### src/hw/rtl/zetc_pkg.sv
// ----------------------------------------------------------------------------
// zetc_pkg
// Shared types and constants for the zero-error tick time-of-day clock.
// ----------------------------------------------------------------------------
`default_nettype none

package zetc_pkg;

  localparam int unsigned AccW  = 32;
  localparam int unsigned TrimW = 16;
  localparam int unsigned CfgW  = 32;
  localparam int unsigned SecW  = 6;
  localparam int unsigned MinW  = 6;
  localparam int unsigned HourW = 5;
  localparam int unsigned DayW  = 8;

  localparam logic [AccW-1:0]  TickSpan      = 32'h0001_0000;
  localparam logic [AccW-1:0]  TriggerReset  = 32'd1000000;
  localparam logic [TrimW-1:0] TrimReset     = 16'd0;

  localparam logic [SecW-1:0]  SecsPerMin    = 6'd60;
  localparam logic [MinW-1:0]  MinsPerHour   = 6'd60;
  localparam logic [HourW-1:0] HoursPerDay   = 5'd24;

  localparam logic [SecW-1:0]  SecReset      = 6'd58;
  localparam logic [MinW-1:0]  MinReset      = 6'd59;
  localparam logic [HourW-1:0] HourReset     = 5'd23;
  localparam logic [DayW-1:0]  DayReset      = 8'd0;

  typedef enum logic [0:0] {
    RegTriggerPeriod = 1'b0,
    RegTrimError     = 1'b1
  } cfg_reg_e;

endpackage

`default_nettype wire

### src/hw/rtl/zero_error_tick_time_of_day_clock_top.sv
// ----------------------------------------------------------------------------
// zero_error_tick_time_of_day_clock_top
// Time-of-day clock driven by timer overflow beats with a trimmed
// accumulator, so that the long-term error stays at zero.
// ----------------------------------------------------------------------------
//  channel   direction  handshake                payload
//  in        input      in_valid_i / in_ready_o  overflow_tick_i
//  out       output     out_valid_o / out_ready_i step_pulse_o, half_second_o,
//                                                seconds_o, minutes_o, hours_o,
//                                                days_o
//  cfg       input      cfg_we_i                 cfg_idx_i, cfg_wdata_i
//
//  one beat in, one beat out; each beat is registered into the result register
//  a new beat is taken every cycle while the result register is empty or drained
//  the accumulator add, trigger compare and subtract plus the time counter
//  cascade are all combinational, ahead of the state and result registers
//  reset: accumulator 0, time 23:59:58.0 day 0, trigger 1000000, trim 0
//  a stalled output holds its beat and blocks the input until taken
// ----------------------------------------------------------------------------
`default_nettype none

module zero_error_tick_time_of_day_clock_top (
  input  logic                            clk_i,
  input  logic                            rst_ni,
  input  logic                            cfg_we_i,
  input  logic [0:0]                      cfg_idx_i,
  input  logic [zetc_pkg::CfgW-1:0]       cfg_wdata_i,
  input  logic                            in_valid_i,
  output logic                            in_ready_o,
  input  logic                            overflow_tick_i,
  output logic                            out_valid_o,
  input  logic                            out_ready_i,
  output logic                            step_pulse_o,
  output logic                            half_second_o,
  output logic [zetc_pkg::SecW-1:0]       seconds_o,
  output logic [zetc_pkg::MinW-1:0]       minutes_o,
  output logic [zetc_pkg::HourW-1:0]      hours_o,
  output logic [zetc_pkg::DayW-1:0]       days_o
);

  logic [zetc_pkg::AccW-1:0]  trigger_q;
  logic [zetc_pkg::TrimW-1:0] trim_q;

  logic [zetc_pkg::AccW-1:0]  acc_q, acc_d;
  logic                       half_q, half_d;
  logic [zetc_pkg::SecW-1:0]  sec_q, sec_d;
  logic [zetc_pkg::MinW-1:0]  min_q, min_d;
  logic [zetc_pkg::HourW-1:0] hour_q, hour_d;
  logic [zetc_pkg::DayW-1:0]  day_q, day_d;

  logic                       out_valid_q;
  logic                       pulse_q, pulse_d;
  logic                       ohalf_q;
  logic [zetc_pkg::SecW-1:0]  osec_q;
  logic [zetc_pkg::MinW-1:0]  omin_q;
  logic [zetc_pkg::HourW-1:0] ohour_q;
  logic [zetc_pkg::DayW-1:0]  oday_q;

  logic                       in_fire;
  logic                       tick;
  logic [zetc_pkg::AccW-1:0]  trim_ext;
  logic [zetc_pkg::AccW-1:0]  acc_sum;
  logic [zetc_pkg::SecW-1:0]  sec_inc;
  logic [zetc_pkg::MinW-1:0]  min_inc;
  logic [zetc_pkg::HourW-1:0] hour_inc;

  assign in_ready_o = !out_valid_q || out_ready_i;
  assign in_fire    = in_valid_i && in_ready_o;
  assign tick       = in_fire && overflow_tick_i;

  // configuration registers
  always_ff @(posedge clk_i or negedge rst_ni) begin
    if (!rst_ni) begin
      trigger_q <= zetc_pkg::TriggerReset;
      trim_q    <= zetc_pkg::TrimReset;
    end else if (cfg_we_i) begin
      case (zetc_pkg::cfg_reg_e'(cfg_idx_i))
        zetc_pkg::RegTriggerPeriod: trigger_q <= cfg_wdata_i;
        zetc_pkg::RegTrimError:     trim_q    <= cfg_wdata_i[zetc_pkg::TrimW-1:0];
        default: ;
      endcase
    end
  end

  assign trim_ext = {{(zetc_pkg::AccW-zetc_pkg::TrimW){trim_q[zetc_pkg::TrimW-1]}}, trim_q};
  assign acc_sum  = acc_q + zetc_pkg::TickSpan + trim_ext;
  assign sec_inc  = sec_q + 1'b1;
  assign min_inc  = min_q + 1'b1;
  assign hour_inc = hour_q + 1'b1;

  always_comb begin
    acc_d   = acc_q;
    half_d  = half_q;
    sec_d   = sec_q;
    min_d   = min_q;
    hour_d  = hour_q;
    day_d   = day_q;
    pulse_d = 1'b0;
    if (tick) begin
      acc_d = acc_sum;
      if (acc_sum >= trigger_q) begin
        acc_d   = acc_sum - trigger_q;
        pulse_d = 1'b1;
        // carry cascade: half-second, seconds, minutes, hours, days
        half_d  = !half_q;
        if (half_q) begin
          sec_d = sec_inc;
          if (sec_inc >= zetc_pkg::SecsPerMin) begin
            sec_d = '0;
            min_d = min_inc;
            if (min_inc >= zetc_pkg::MinsPerHour) begin
              min_d  = '0;
              hour_d = hour_inc;
              if (hour_inc >= zetc_pkg::HoursPerDay) begin
                hour_d = '0;
                day_d  = day_q + 1'b1;
              end
            end
          end
        end
      end
    end
  end

  always_ff @(posedge clk_i or negedge rst_ni) begin
    if (!rst_ni) begin
      acc_q  <= '0;
      half_q <= 1'b0;
      sec_q  <= zetc_pkg::SecReset;
      min_q  <= zetc_pkg::MinReset;
      hour_q <= zetc_pkg::HourReset;
      day_q  <= zetc_pkg::DayReset;
    end else begin
      acc_q  <= acc_d;
      half_q <= half_d;
      sec_q  <= sec_d;
      min_q  <= min_d;
      hour_q <= hour_d;
      day_q  <= day_d;
    end
  end

  // result register
  always_ff @(posedge clk_i or negedge rst_ni) begin
    if (!rst_ni) begin
      out_valid_q <= 1'b0;
    end else if (in_ready_o) begin
      out_valid_q <= in_valid_i;
    end
  end

  always_ff @(posedge clk_i) begin
    if (in_fire) begin
      pulse_q <= pulse_d;
      ohalf_q <= half_d;
      osec_q  <= sec_d;
      omin_q  <= min_d;
      ohour_q <= hour_d;
      oday_q  <= day_d;
    end
  end

  assign out_valid_o   = out_valid_q;
  assign step_pulse_o  = pulse_q;
  assign half_second_o = ohalf_q;
  assign seconds_o     = osec_q;
  assign minutes_o     = omin_q;
  assign hours_o       = ohour_q;
  assign days_o        = oday_q;

endmodule

`default_nettype wire

### config.mk
export PLATFORM = sky130hd
export DESIGN_NAME = zero_error_tick_time_of_day_clock_top
export DESIGN_NICKNAME = d
export VERILOG_FILES = /design/src/hw/rtl/zetc_pkg.sv /design/src/hw/rtl/zero_error_tick_time_of_day_clock_top.sv
export SDC_FILE = /design/constraint.sdc
export NUM_CORES = 1
export LEC_CHECK = 0
export BUFFER_PORTS_ARGS = -buffer_cell sky130_fd_sc_hd__buf_2
export CAP_MARGIN = 20
export CORE_ASPECT_RATIO = 1.25
export CORE_UTILIZATION = 40
export CTS_CLUSTER_DIAMETER = 150
export DETAILED_ROUTE_END_ITERATION = 12
export GPL_TIMING_DRIVEN = 0
export HOLD_SLACK_MARGIN = 0.08
export REMOVE_ABC_BUFFERS = 1
export SLEW_MARGIN = 20
export SYNTH_ARGS = -nofsm -noshare
export SYNTH_HDL_FRONTEND = slang
export SYNTH_SLANG_ARGS = --single-unit
### constraint.sdc
create_clock -name clk_i -period 15.8 [get_ports clk_i]
set_input_delay 4.74 -clock clk_i [delete_from_list [all_inputs] [get_ports clk_i]]
set_output_delay 4.74 -clock clk_i [all_outputs]
set_load 0.01 [all_outputs]
# After elaboration in Yosys (flattened, before gate mapping)

Cells that the tools add are included.

Flip-flop bits (word level): 134
Output and inout port bits: 29

$add $sub $neg: 7
$lt $le $gt $ge: 4
Mux-type cells: 25
Bitwise operators: 1
Reduce and logical (&&, ||, !) cells: 7

Operators by type and width:

| kind                                           | count |
|---|---|
| 2-to-1 mux 6 bit                               | 9 |
| 2-to-1 mux 8 bit                               | 6 |
| adder 32 x 17 -> 32 bit, second input constant | 1 |
| adder 32 bit                                   | 1 |
| >= comparator 32 bit                           | 1 |
| 2-to-1 mux 32 bit                              | 1 |
| subtractor 32 bit                              | 1 |
| 2-to-1 mux 5 bit                               | 6 |
| adder 6 x 1 -> 6 bit, second input constant    | 2 |
| >= comparator 6 bit, second input constant     | 2 |
| adder 8 x 1 -> 8 bit, second input constant    | 1 |
| adder 5 x 1 -> 5 bit, second input constant    | 1 |
| >= comparator 5 bit, second input constant     | 1 |
| AND reduction 2 bit                            | 2 |
| 2-to-1 mux 1 bit                               | 3 |
| logical AND 1 bit                              | 2 |
| zero test 1 bit                                | 2 |
| logical OR 1 bit                               | 1 |
| inverter 1 bit                                 | 1 |

# Depth between registers and ports, before layout

Word-level depth: 8
Depth in mapped cells: 24
Depth with buffers taken out: 23

# Least setup slack after synthesis

OpenSTA, ideal clock, no wires.

Path type: input -> output
Start point: in out_ready_i
End point: out in_ready_o
Arrival time: 4927 ps
Required time: 11060 ps
Slack: 6133 ps
Cell stages on the path: 1
Cells stage by stage: nand2b_1

Word-level cells in the longest chain between the ends: 1

RTL lines:

| what             | line                                        | RTL |
|---|---|---|
| start, declared  | zero_error_tick_time_of_day_clock_top.sv:32 | `input logic out_ready_i,` |
| logical OR 1 bit | zero_error_tick_time_of_day_clock_top.sv:67 | `assign in_ready_o = !out_valid_q \|\| out_ready_i;` |
| end, declared    | zero_error_tick_time_of_day_clock_top.sv:29 | `output logic in_ready_o,` |

No other way between the ends.

# Worst setup path after layout

Ends and elaborated chain as after synthesis.

==> impl_results.md <==
- Worst-margin pin slew: between 1 and 1.5 ns
- Die area: about 0.023 mm²
- Die Y: around 170 µm
- Clock Tree Buf Depth: 2
- DR WL/cell: roughly 15 µm
- TritonRoute pass-1 iters: 7
- Final WS setup: roughly 6 ns
- DIE WIDTH: 136.4 µm
- Pre-CTS setup slack: slightly below 6 ns
- Fill cell count: between 2000 and 2500
- Root buf cell: clkbuf_16
- Min-delay src: day_q[7]
- Synthesis-stage register bit count: 134
- CTS buffer count: 17
- Max-Cap Viols: 0
- First-pass GRT wire length: about 34000 µm
- Util after Layout: between 40% and 50%
- Count of pins over their slew limit: 0
- Detail Route Antenna Nets: 0
- Vias per cell: approximately 5.3
- Status: completed
- Sequential-to-total area share from yosys stat: ~39%
- Hold Path Sink: day_q[7]
- Commonest non-fill, non-tap cell in the layout: nand2_1
- Cell area after technology mapping: ~0.009 mm²
- Final clock skew: 0.01217 ns
- RSZ-0062 raised after global routing: no
- Final Setup Violations: 0
- Clock transition at path regs: 0.06 ns
- Multi-input gate area: 0.005219 mm²
- Worst-Skew Late Latency: ~0.43 ns
- Async set or reset register ratio after synthesis: between 70% and 80%
- Mapped Avg Cell Area: 9.467 µm²
- Sum Neg Setup Slack: 0 ns
- Worst setup SP type: input port
- Top FF cell, synth: dfrtp_1
- Std cell rows: 61
- Overall Global Routing Usage: a little under a fifth
- Crit-path leading delay family: buffers and inverters
- Critical Path Fanout Max: 4
- Initial core utilization: about two fifths
- Placed Area: just under 0.01 mm²
- DR vias: between 6000 and 7000
- Slew headroom: 26.98%
- CP Cell Sequence: buf_2 -> nand2b_1 -> buf_2
- Number of synthesized flops with an enable pin: 27
- Grt total ovfl: 0
- Synth-to-layout area growth: 14.02%
- Initial DRC count: 337
- Clock sink count: around 130
- WP data required: approximately 11 ns
- WP depth: 3
- Syn. warnings: 0
- ANT cells: 0
- H-tree Lvls: 4
- Reg2reg path depth: 22
- Crit path time final: roughly 9.9 ns
- Gpl congestion: ~0.8
- Count of different cell masters after synthesis: 69
- Final Net Count: 1160
- Vias in the first global route: between 6000 and 7000
- Worst r2r src: trim_q[1]
- I/O pins: around 70
- Storage element area: ~0.0035 mm²
- Final hold violation count: 0
- Fin area: 0.01030 mm²
- Share of cells above drive strength 1: around 16%
- I/O Buffers: 67
- Hold_buf cts: 0
- Critical path's slowest cell: nand2b_1
- FMAX: about 100 MHz
- DP HPWL: roughly 15000 µm
- Post-CTS resize count: 0
- Initial antenna violation count: 1
- Worst path max stage delay: roughly 0.17 ns
- Core area: between 0.02 and 0.025 mm²
- Worst Setup End Kind: output port
- R2R setup slack: 9.15 ns
- CP arrival: slightly above 5 ns
- Hold Path Depth: 1
- Cells after synthesis: ~950
- CP bufs+invs: 2
- Most frequent cells in the layout: 121 x nand2_1, 97 x ha_1, 94 x o21ai_0, 87 x dfrtp_1, 66 x buf_2
- Hold WC Path Type: flop to flop
- Largest net degree at the start of global routing: 57
- WS Path Type: input port to output port
- DRC violations left: 0
- Critical R2R Capture: hours_o[4]
- CTS tree: done
- Postcts setup bufs: 0
- Total length of routed wires: slightly above 20000 µm
- Most used cell, CP: buf_2
- Period utilization: ~63%
[Yosys cell counts, types with 18 or more instances]
library cell  instances  area share (%)
xor2_1               21             2.0
xnor2_1              48             4.7
nand3_1              27             1.5
nor2_1               40             1.7
inv_1                58             2.4
clkbuf_1             18            0.75
o21ai_0              94             5.2
ha_1                 97              13
a21oi_1              55             3.0
nand2_1             122             5.1
dfstp_2              20             5.8
a21o_1               29             2.4
edfxtp_1             27             9.0
dfrtp_1              87              24
[worst max path at each step]
stage	from	to	slack, ns
floorplan	out_ready_i	in_ready_o	6.13
global placement	out_ready_i	in_ready_o	5.91
detailed placement	out_ready_i	in_ready_o	5.91
CTS	out_ready_i	in_ready_o	5.91
global route	out_ready_i	in_ready_o	5.88
finish	out_ready_i	in_ready_o	5.90
[routing by layer]
| metal | vias up | global-route usage, % | part of all wire (%) |
|---|---|---|---|
| met5 | - | 0 | 0.064 |
| met4 | 2 | 7.536 | 2.3 |
| met3 | 33 | 3.694 | 3.1 |
| met2 | 93 | 32.75 | 50 |
| met1 | 3242 | 22.41 | 45 |
| li1 | 3567 | - | - |
[worst register-to-register path, cell delays in order (launching register included)]
cell       delay, ns
dfrtp_1         0.37
ha_1            0.31
ha_1            0.25
fa_1            0.42
a21oi_1         0.24
o21bai_1        0.22
nor4_4          0.25
o31ai_2         0.17
a21boi_2        0.25
o22ai_1         0.16
o31a_1          0.32
xnor2_1         0.24
ha_1            0.33
a21o_1          0.21
a21o_1          0.17
a21o_1          0.18
a2111oi_0       0.38
o21ai_1         0.24
o21ai_2         0.90
nor2_4          0.20
nand4_2         0.25
mux2i_1         0.19
o21ai_0         0.12
[per-stage QoR]
step | cells | hold WS, ns
final | 1318 | 0.4552
after global routing | 1318 | 0.4917
after CTS | 1318 | 0.4605
after detailed placement | 1286 | 0.4515
after global placement | 1282 | 0.4520
after floorplan | 932 | 0.4325
[logic make-up after synthesis]
kind of cell    Yosys count  synth area share, %
compound gates          271                19.17
simple gates            268                14.01
flops                   134                38.90
fa+ha+maj               101                14.10
buf+inv                  80                3.450
xor+xnor                 69                6.692
mux                      31                3.671
[area by class of cell]
| class | instances | area share (%) |
|---|---|---|
| flip-flops and latches | 134 | 34.12 |
| repair buffers | 71 | 4.265 |
| well taps | 283 | 3.439 |
| clock inverters | 13 | 1.179 |
| clock buffers | 19 | 4.204 |
| multi-input cells | 740 | 50.68 |
| inverters | 58 | 2.114 |
[state kept, by name, indices dropped and copies added, names as in the netlist]
name / count
out_valid_o: 1
trim_q: 16
minutes_o: 6
step_pulse_o: 1
acc_q: 32
trigger_q: 32
half_second_o: 1
seconds_o: 6
sec_q: 6
days_o: 8
min_q: 6
half_q: 1
hour_q: 5
hours_o: 5
day_q: 8
Power is left out: the tool's default activity adds up to more than one toggle a clock period on the data nets, which glitch-free logic cannot reach.
